--- src/rtl/set_assoc_cache_lru_sim_core_defines.svh ---
// Assertion macros for the set-associative cache core.
// Used by the top level only; no other dependencies.
`ifndef SET_ASSOC_CACHE_LRU_SIM_CORE_DEFINES_SVH
`define SET_ASSOC_CACHE_LRU_SIM_CORE_DEFINES_SVH

// same-cycle implication
`define SACL_ASSERT_SAME(label, clk, rst, ante, cons, msg) \
   label: assert property (@(posedge clk) disable iff (rst) (ante) |-> (cons)) \
      else $error(msg);

// next-cycle implication
`define SACL_ASSERT_NEXT(label, clk, rst, ante, cons, msg) \
   label: assert property (@(posedge clk) disable iff (rst) (ante) |=> (cons)) \
      else $error(msg);

`endif

--- src/rtl/sacl_pkg.sv ---
// Shared types and constants for the set-associative cache core.
// No dependencies.
package sacl_pkg;

   localparam int ADDR_W       = 64;
   localparam int TAG_W        = 64;
   localparam int IDX_W        = 15;
   localparam int RECIP_SHIFT  = IDX_W + 1;
   localparam int CSR_IDX_W    = 2;
   localparam int CSR_DATA_W   = 6;
   localparam int OUT_COUNT_W  = 32;

   localparam logic [1:0] OP_LOAD   = 2'd0;
   localparam logic [1:0] OP_STORE  = 2'd1;
   localparam logic [1:0] OP_MODIFY = 2'd2;
   localparam logic [1:0] OP_IFETCH = 2'd3;

   localparam logic [CSR_IDX_W-1:0] CSR_SET_BITS    = 2'd0;
   localparam logic [CSR_IDX_W-1:0] CSR_WAYS        = 2'd1;
   localparam logic [CSR_IDX_W-1:0] CSR_OFFSET_BITS = 2'd2;

   typedef enum logic [1:0] {
      OUT_HIT   = 2'd0,
      OUT_FILL  = 2'd1,
      OUT_EVICT = 2'd2
   } outcome_type;

   typedef struct packed {
      logic clear_row;
      logic load_req;
      logic calc_quot;
      logic read_row;
      logic match_row;
      logic write_row;
   } sacl_cmd_type;

   typedef struct packed {
      logic clear_done;
   } sacl_stat_type;

endpackage

--- src/rtl/sacl_ctrl.sv ---
// Sequencer for the cache core: clear pass, then one access at a time.
// Depends on sacl_pkg.
module sacl_ctrl (
   input  logic                    clock,
   input  logic                    reset,
   input  logic                    req_valid,
   input  logic [1:0]              req_opcode,
   output logic                    req_stall,
   output logic                    rsp_valid,
   input  logic                    rsp_stall,
   output sacl_pkg::sacl_cmd_type  cmd,
   input  sacl_pkg::sacl_stat_type stat
);
   import sacl_pkg::*;

   typedef enum logic [5:0] {
      ST_CLEAR = 6'b000001,
      ST_IDLE  = 6'b000010,
      ST_QUOT  = 6'b000100,
      ST_READ  = 6'b001000,
      ST_MATCH = 6'b010000,
      ST_WRITE = 6'b100000
   } state_type;

   state_type state_ff, state_in;
   logic      rsp_valid_ff, rsp_valid_in;
   logic      accept;
   logic      out_free;

   assign accept   = req_valid && (state_ff == ST_IDLE);
   assign out_free = !rsp_valid_ff || !rsp_stall;

   always_comb begin
      cmd           = '0;
      cmd.clear_row = (state_ff == ST_CLEAR);
      cmd.load_req  = accept && (req_opcode != OP_IFETCH);
      cmd.calc_quot = (state_ff == ST_QUOT);
      cmd.read_row  = (state_ff == ST_READ);
      cmd.match_row = (state_ff == ST_MATCH);
      cmd.write_row = (state_ff == ST_WRITE) && out_free;
   end

   always_comb begin
      state_in = state_ff;
      unique case (state_ff)
         ST_CLEAR: begin
            if (stat.clear_done) state_in = ST_IDLE;
         end
         ST_IDLE: begin
            if (accept && (req_opcode != OP_IFETCH)) state_in = ST_QUOT;
         end
         ST_QUOT:  state_in = ST_READ;
         ST_READ:  state_in = ST_MATCH;
         ST_MATCH: state_in = ST_WRITE;
         ST_WRITE: begin
            if (out_free) state_in = ST_IDLE;
         end
         default:  state_in = ST_CLEAR;
      endcase
   end

   always_comb begin
      rsp_valid_in = rsp_valid_ff;
      if (cmd.write_row) begin
         rsp_valid_in = 1'b1;
      end else if (rsp_valid_ff && !rsp_stall) begin
         rsp_valid_in = 1'b0;
      end
   end

   always_ff @(posedge clock) begin
      if (reset) begin
         state_ff     <= ST_CLEAR;
         rsp_valid_ff <= 1'b0;
      end else begin
         state_ff     <= state_in;
         rsp_valid_ff <= rsp_valid_in;
      end
   end

   assign req_stall = (state_ff != ST_IDLE);
   assign rsp_valid = rsp_valid_ff;

endmodule

--- config.mk ---
export PLATFORM = sky130hd
export DESIGN_NAME = sacl_ctrl
export DESIGN_NICKNAME = d
export VERILOG_FILES = /design/src/rtl/set_assoc_cache_lru_sim_core_defines.svh /design/src/rtl/sacl_pkg.sv /design/src/rtl/sacl_ctrl.sv
export SDC_FILE = /design/constraint.sdc
export NUM_CORES = 1
export LEC_CHECK = 0
export BUFFER_PORTS_ARGS = -buffer_cell sky130_fd_sc_hd__buf_4
export CORE_AREA = 2 2 39 41
export CTS_BUF_LIST = sky130_fd_sc_hd__clkbuf_8 sky130_fd_sc_hd__clkbuf_16
export CTS_CLUSTER_SIZE = 24
export DETAILED_ROUTE_END_ITERATION = 8
export DIE_AREA = 0 0 41 43
export PLACE_DENSITY_LB_ADDON = 0.1
export SYNTH_ARGS = -nofsm -noshare
export SYNTH_HDL_FRONTEND = slang
export SYNTH_SLANG_ARGS = --single-unit
--- constraint.sdc ---
create_clock -name clock -period 1.5 [get_ports clock]
set_clock_uncertainty 0.2 [all_clocks]
set_input_delay 0.075 -clock clock [delete_from_list [all_inputs] [get_ports clock]]
set_output_delay 0.075 -clock clock [all_outputs]
set_load 0.01 [all_outputs]
---- Word level (Yosys, flattened, before mapping) ----
Cells that the tools add are included.
storage, ports and cells
  bits in registers ....................... 7
  input bits .............................. 7
  output and inout port bits .............. 8
  word-level logic and storage cells ...... 28
cells by class
  eq/ne operators ......................... 11
  muxes and demuxes ....................... 6
  reductions and logical operators ........ 9
operators by type and width
  operator                                                count
  one-hot mux 6 bit (6 select lines)                      1
  2-to-1 mux 6 bit                                        3
  == test 6 x 1 -> 1 bit (second input constant)          1
  == test 6 x 2 -> 1 bit (second input constant)          1
  == test 6 x 3 -> 1 bit (second input constant)          1
  == test 6 x 4 -> 1 bit (second input constant)          1
  == test 6 x 5 -> 1 bit (second input constant)          1
  == test 6 bit (second input constant)                   1
  inequality test 2 bit (second input constant)           3
  inequality test 6 x 2 -> 1 bit (second input constant)  1
  logical AND 1 bit                                       4
  AND reduction 3 bit                                     1
  logical NOT 1 bit                                       2
  2-to-1 mux 1 bit                                        2
  inequality test 2 x 1 -> 1 bit (second input constant)  1
  nonzero test 2 bit                                      1
  logical OR 1 bit                                        1

---- Longest topological paths before layout ----
Gate-level depths: netlist of run 1.
  depth after elaboration ................. 5
  depth in mapped cells ................... 4
  depth with buffers taken out ............ 3

---- Least setup slack after synthesis of run 1 ----
Ideal clock, no wire load.
  path type ............................... register -> output
  start point ............................. register state_ff[3]
  end point ............................... output cmd[3] in the netlist's numbering
  data arrival time ....................... 1.184 ns
  data required time ...................... 1.225 ns
  path slack .............................. 0.041 ns
  cell stages (with the launch flop) ...... 3
  buffers on the path ..................... 0
  path through ............................ dfxtp_1 or4b_1 nor3_1
RTL lines
  what                      RTL line         text
  start: declaration        sacl_ctrl.sv:25  state_type state_ff, state_in;
  start signal: assignment  sacl_ctrl.sv:76  state_ff <= state_in;
  end: declaration          sacl_ctrl.sv:11  output sacl_pkg::sacl_cmd_type cmd,

==> qor.yml, run 1 <==
floorplanning:
  core_area_um2: 1380
  dieWidth_um: 41
  die_h_um: 43
  std_cell_rows: 14
  initial_core_util: 0.310
  die_area_um2: 1760
  boundaryPins: 15
setup_path:
  worstReg2RegStart: "state_ff[2]$_SDFFE_PP0P_"
  worstPathCellList: "or4b_4 -> nor3_2 -> buf_4"
  reg2reg_depth: 4
  cp.arrival_ns: 1.38
  crit_path_top_delay_cell: "or4b_4"
  cp_max_fo: 4
  r2r_slack_ns: -0.08
  r2r_end: "state_ff[1]$_SDFFE_PP0P_"
  start_kind: "register"
  path_class: "reg2out"
  cp-end-kind: "primary output"
  worstPathRequired_ns: 1.22
  critical-path-max-stage-delay_ns: 0.55
pwr:
  p_total_w: 0.000590
  peakVddDrop_mv: 0.430
  p_leak_nw: 0.380
  p_per_area_nw_per_um2: 691
layout:
  fin_cells: 97
  area_growth_pct: 98.8
  final_util: 0.617
  diodes: 0
  drive_gt1_frac: 0.679
  nNetsFinal: 89
  mostFrequentLayoutCell: "buf_4"
  nFillCells: 118
  final_cell_mix: "buf_4, buf_6, dlygate4sd3_1"
hold_path:
  min_to: "state_ff[2]$_SDFFE_PP0P_"
  whs_path_depth: 3
  min-delay-start: "req_valid"
  hold_path.class: "in2reg"
sta:
  rsz0062_at_grt: "true"
  maxSlewViolCount: 0
  tightest_slew_ns: 0.317
  worst_slack_ns: -0.154
  timing.final.crit_share: 1.10
  post-route-min-period_ns: 1.65
  timing.fmax_mhz: 605
  final-setup-viol-count: 10
  whs_ns: 0.0661
  hold_viol_final: 0
  maxSlewHeadroom: 0.787
clocking:
  tritoncts: "yes"
  path_clk_slew_ns: 0.04
  clock_latency_ns: 0.22
  cts_root_buf: "clkbuf_8"
  htreeDepth: 1
  cts_inserted_buffers: 3
  cts_sinks: 7
  cts_buffer_depth: 2
place:
  port_buffers: 14
  hpwl_um: 814
  gp_congestion: 0.700
  pre_cts_ws_ns: -0.0228
  dp_cells: 81
synth:
  synth_top_family_by_area: "simple AND/OR/NAND/NOR gates"
  synthMuxAreaShare: 0
  synthAdderAreaFrac: 0
  synth-seq-cells: 7
  ys_top_cells_by_area: "dfxtp_1, nor4_4, a21oi_1"
  ys_warn_count: 0
  synth-compound-area-share: 0.169
  syn_inst: 46
  synth_top_area_share: 0.327
  synth.avg_cell_area_um2: 9.33
  syn_nets: 53
  synth-simple-area-share: 0.431
  synth_area_um2: 429
  ys_types: 29
  synth-seq-area-share: 0.327
  synthXorXnorAreaFrac: 0.0204
  synth_largest_area_cell: "dfxtp_1"
route:
  wire_per_inst_um: 14.1
  wirelength_um: 1370
  vias: 509
  viasPerCell: 5.25
  drtIter0Drc: 3
  first_pass_iters: 4
  drc: 0
  ant_nets: 0
run_status:
  violations: "setup timing"
  outcome: "finished, violations left"
global_route:
  grt_pass1_wl_um: 2090
  grt_pass1_vias: 522
  grt_max_degree: 7
  grt-ovfl-total: 0
  antenna_found_initial: 0
  grt_util_all_layers: 0.177
flow_run:
  drv_cap: 0
-- state kept, by name, indices dropped and copies added (netlist names) --
name,cells
state_ff,6
rsp_valid,1
-- through the flow --
stage	setup TNS, ns	cell area (um^2)
3_3_place_gp	-0.0206	592
2_1_floorplan	0	429
3_5_place_dp	-0.0228	592
5_1_grt	-1.25	853
4_1_cts	-0.671	772
6_report	-0.599	853
-- cell families after synthesis --
logic type,Yosys count
AOI/OAI and AO/OA,9
xor gates and xnor gates,1
buffers and inverters,4
DFF,7
and+or+nand+nor,25
-- synthesized netlist by cell type --
cell type,n
a211o_1,1
a21bo_2,1
a21oi_1,3
a2bb2oi_1,1
a311oi_2,1
a41o_1,1
and3b_1,1
and4bb_2,1
buf_4,2
dfxtp_1,7
inv_1,2
nand2_1,3
nand2_2,1
nand3_1,1
nand3b_1,1
nand4_1,1
nand4b_1,1
nor2_1,4
nor2b_1,1
nor3_1,2
nor4_1,2
nor4_2,1
nor4_4,1
nor4b_1,1
nor4b_2,1
o21ai_0,1
or2b_1,1
or4b_1,1
xor2_1,1
-- routing by layer --
| layer | global-route usage | part of all wire | up-vias | wire length, um |
|---|---|---|---|---|
| met5 | 0 | 0 | - | 0 |
| met2 | 0.297 | 0.58 | 6 | 795 |
| met4 | 0.120 | 0.010 | 0 | 14 |
| met3 | 0.0314 | 0.022 | 2 | 30 |
| li1 | - | - | 248 | - |
| met1 | 0.184 | 0.38 | 253 | 524 |
-- how the worst max path moves through the flow --
stage / startpoint / to / slack [ns] / cells past startpoint
global placement: state_ff[2]$_SDFFE_PP0P_ / cmd[3] / -0.02 / 3
detailed placement: state_ff[2]$_SDFFE_PP0P_ / cmd[3] / -0.02 / 3
CTS: state_ff[5]$_SDFFE_PP0P_ / cmd[3] / -0.16 / 3
finish: state_ff[3]$_SDFFE_PP0P_ / cmd[3] / -0.15 / 3
global route: state_ff[3]$_SDFFE_PP0P_ / cmd[3] / -0.20 / 3
floorplan: state_ff[3]$_SDFFE_PP0P_ / cmd[3] / 0.04 / 2
-- critical path: cells and delay by family (launching register included) --
family	cells	cell delay [ns]
buffers and inverters	1	0.14
flip-flops	1	0.36
AND/OR/NAND/NOR	2	0.66
-- power by group --
part / leakage, nW / switching (W) / internal, W
Combinational: 0.293 / 0.0000600 / 0.0000785
Clock: 0.0269 / 0.0000762 / 0.000176
Sequential: 0.0601 / 0.00000972 / 0.000189
Total: 0.380 / 0.000146 / 0.000444
-- final cells by class --
class                   instances  area [um^2]  area share
well taps                      16         20.0      0.0235
repair buffers                 33          280       0.328
flip-flops and latches          7          154       0.180
inverters                       2         7.51     0.00880
multi-input cells              35          347       0.406
clock inverters                 1         3.75     0.00440
clock buffers                   3         41.3      0.0484
-- repair_timing --
action / 4_1_cts / 5_1_grt
endpoints found under the hold margin: 7 / 0
pin swaps: 7 / 6
setup endpoints to repair: 7 / 12
hold buffers: 4 / 0
resized for setup: 16 / 14
buffers inserted: 5 / 3
Note: power is estimated with default switching activity, not from simulation.
==> run 2: changes to the inputs <==
--- a/config.mk
+++ b/config.mk
@@ -12,6 +12,8 @@
 export DETAILED_ROUTE_END_ITERATION = 8
 export DIE_AREA = 0 0 41 43
 export PLACE_DENSITY_LB_ADDON = 0.1
+export SKIP_LAST_GASP = 1
+export SLEW_MARGIN = 40
 export SYNTH_ARGS = -nofsm -noshare
 export SYNTH_HDL_FRONTEND = slang
 export SYNTH_SLANG_ARGS = --single-unit
==> qor.yml, run 2 (synthesis gave the netlist of run 1 again) <==
run_status:
  outcome: "finished, violations left"
  violations: "setup timing"
layout:
  drive_gt1_frac: 0.659  # -0.0205
  final_cell_mix: "buf_4, dlygate4sd3_1"
  final_util: 0.599  # -0.0172
  area_growth_pct: 93.3
  nNetsFinal: 90  # +1.1%
  top_register: "state_ff"
  diodes: 0  # unchanged
  mostFrequentLayoutCell: "buf_4"
  largest_reg_flops: 6  # unchanged
sta:
  fin_tns_setup_ns: -0.727  # -0.128 ns
  rsz0062_at_grt: "true"
  tightest_slew_ns: 0.330  # +0.0128 ns
  post-route-min-period_ns: 1.65  # -0.000500 ns
  final-setup-viol-count: 10  # unchanged
  maxSlewViolCount: 0  # unchanged
  timing.final.crit_share: 1.10  # about the same
  worst_slack_ns: -0.154  # +0.000500 ns
  hold_viol_final: 0  # unchanged
  maxSlewHeadroom: 0.778  # -0.00861
  timing.fmax_mhz: 605  # about the same
setup_path:
  worstPathCellList: "or4b_4 -> nor3_2 -> buf_4"
  cp_top_family: "simple AND/OR/NAND/NOR gates"
  cp.arrival_ns: 1.38  # about the same
  worstReg2RegStart: "state_ff[2]$_SDFFE_PP0P_"
  crit_path_top_delay_cell: "or4b_4"
  path_class: "reg2out"
  cp-end-kind: "primary output"
  critical-path-max-stage-delay_ns: 0.55  # about the same
  crit_buf_inv: 1  # unchanged
  r2r_end: "state_ff[4]$_SDFFE_PP0P_"
  cp_max_fo: 4  # unchanged
  worstPathRequired_ns: 1.22  # about the same
  start_kind: "register"
  reg2reg_depth: 4  # unchanged
  r2r_slack_ns: -0.09  # about the same
clocking:
  clock_latency_ns: 0.22  # about the same
  cts_inserted_buffers: 3  # unchanged
  path_clk_slew_ns: 0.04  # about the same
  cts_root_buf: "clkbuf_8"
  tritoncts: "yes"
  htreeDepth: 1  # unchanged
  cts_sinks: 7  # unchanged
  cts_buffer_depth: 2  # unchanged
hold_path:
  whs_path_depth: 3  # unchanged
  min_to: "state_ff[2]$_SDFFE_PP0P_"
  min-delay-start: "req_valid"
  hold_path.class: "in2reg"
route:
  wirelength_um: 1430  # +5.1%
  drc: 0  # unchanged
  viasPerCell: 5.12  # -2.4%
  ant_nets: 0  # unchanged
  wire_per_inst_um: 14.6  # +4.0%
  drtIter0Drc: 6  # +3
  vias: 502  # -1.4%
  first_pass_iters: 4  # unchanged
place:
  gp_congestion: 0.700  # unchanged
  hpwl_um: 814  # unchanged
  port_buffers: 14  # unchanged
floorplanning:
  boundaryPins: 15  # unchanged
  die_area_um2: 1760  # unchanged
  initial_core_util: 0.310  # unchanged
  die_h_um: 43  # unchanged
  dieWidth_um: 41  # unchanged
  core_area_um2: 1380  # unchanged
  std_cell_rows: 14  # unchanged
pwr:
  peakVddDrop_mv: 0.429  # -0.17%
  p_per_area_nw_per_um2: 702  # +1.6%
  p_leak_nw: 0.376  # -1.2%
flow_run:
  drv_cap: 0  # unchanged
global_route:
  grt_util_all_layers: 0.179  # +0.00201
  grt_pass1_vias: 511  # -2.1%
  grt-ovfl-total: 0  # unchanged
  grt_max_degree: 7  # unchanged
  antenna_found_initial: 0  # unchanged
  grt_pass1_wl_um: 2100  # +0.33%
[run 2: how the worst max path moves through the flow]
stage                              from     end  slack [ns]  cells past startpoint
6_report       state_ff[3]$_SDFFE_PP0P_  cmd[3]       -0.15                      3
5_1_grt        state_ff[3]$_SDFFE_PP0P_  cmd[3]       -0.19                      3
4_1_cts        state_ff[5]$_SDFFE_PP0P_  cmd[3]       -0.16                      3
3_5_place_dp   state_ff[2]$_SDFFE_PP0P_  cmd[3]       -0.02                      3
3_3_place_gp   state_ff[2]$_SDFFE_PP0P_  cmd[3]       -0.02                      3
2_1_floorplan  state_ff[3]$_SDFFE_PP0P_  cmd[3]        0.04                      2
[run 2: tightest hold or removal path: cells and delay by family]
kind	cells	cell delay, ns
AOI/OAI and AO/OA	1	0.21
buffers and inverters	1	0.10
and+or+nand+nor	1	0.05
[run 2: repair_timing]
action,in CTS,in global routing
setup buffers,5,4
endpoints found under the setup margin,7,12
endpoints found under the hold margin,4,0
resized for setup,13,9
pin swaps,5,7
hold buffers,4,0
[run 2: layer usage]
metal  GRT usage  up-vias  routed length [um]
li1            -      247                   -
met1       0.184      242                 516
met2       0.303        9                 857
met3      0.0314        4                  34
met4       0.120        0                  26
met5           0        -                   0
[run 2: through the flow]
stage	hold slack [ns]	total power (W)	setup WS, ns	cells	instance area, um^2
6_report	0.0541	0.000582	-0.154	98	830
5_1_grt	0.0646	0.000603	-0.192	98	830
4_1_cts	0.0488	0.000572	-0.162	94	753
3_5_place_dp	0.0818	0.000296	-0.0228	81	592
3_3_place_gp	0.0820	0.000297	-0.0206	81	592
2_1_floorplan	-0.0559	0.000248	0.0410	46	429
[run 2: final cells by class]
cell class | count | area, um^2
Sequential cell | 7 | 151
Clock inverter | 1 | 3.75
Clock buffer | 3 | 41.3
Tap cell | 16 | 20.0
Fill cell | 125 | 554
Multi-Input combinational cell | 35 | 329
Timing Repair Buffer | 34 | 277
Inverter | 2 | 7.51
[run 2: power by group]
part	leakage, nW	internal, W	switching, W
Sequential	0.0598	0.000191	0.00000971
Clock	0.0269	0.000176	0.0000763
Combinational	0.289	0.0000728	0.0000565
Total	0.376	0.000440	0.000143
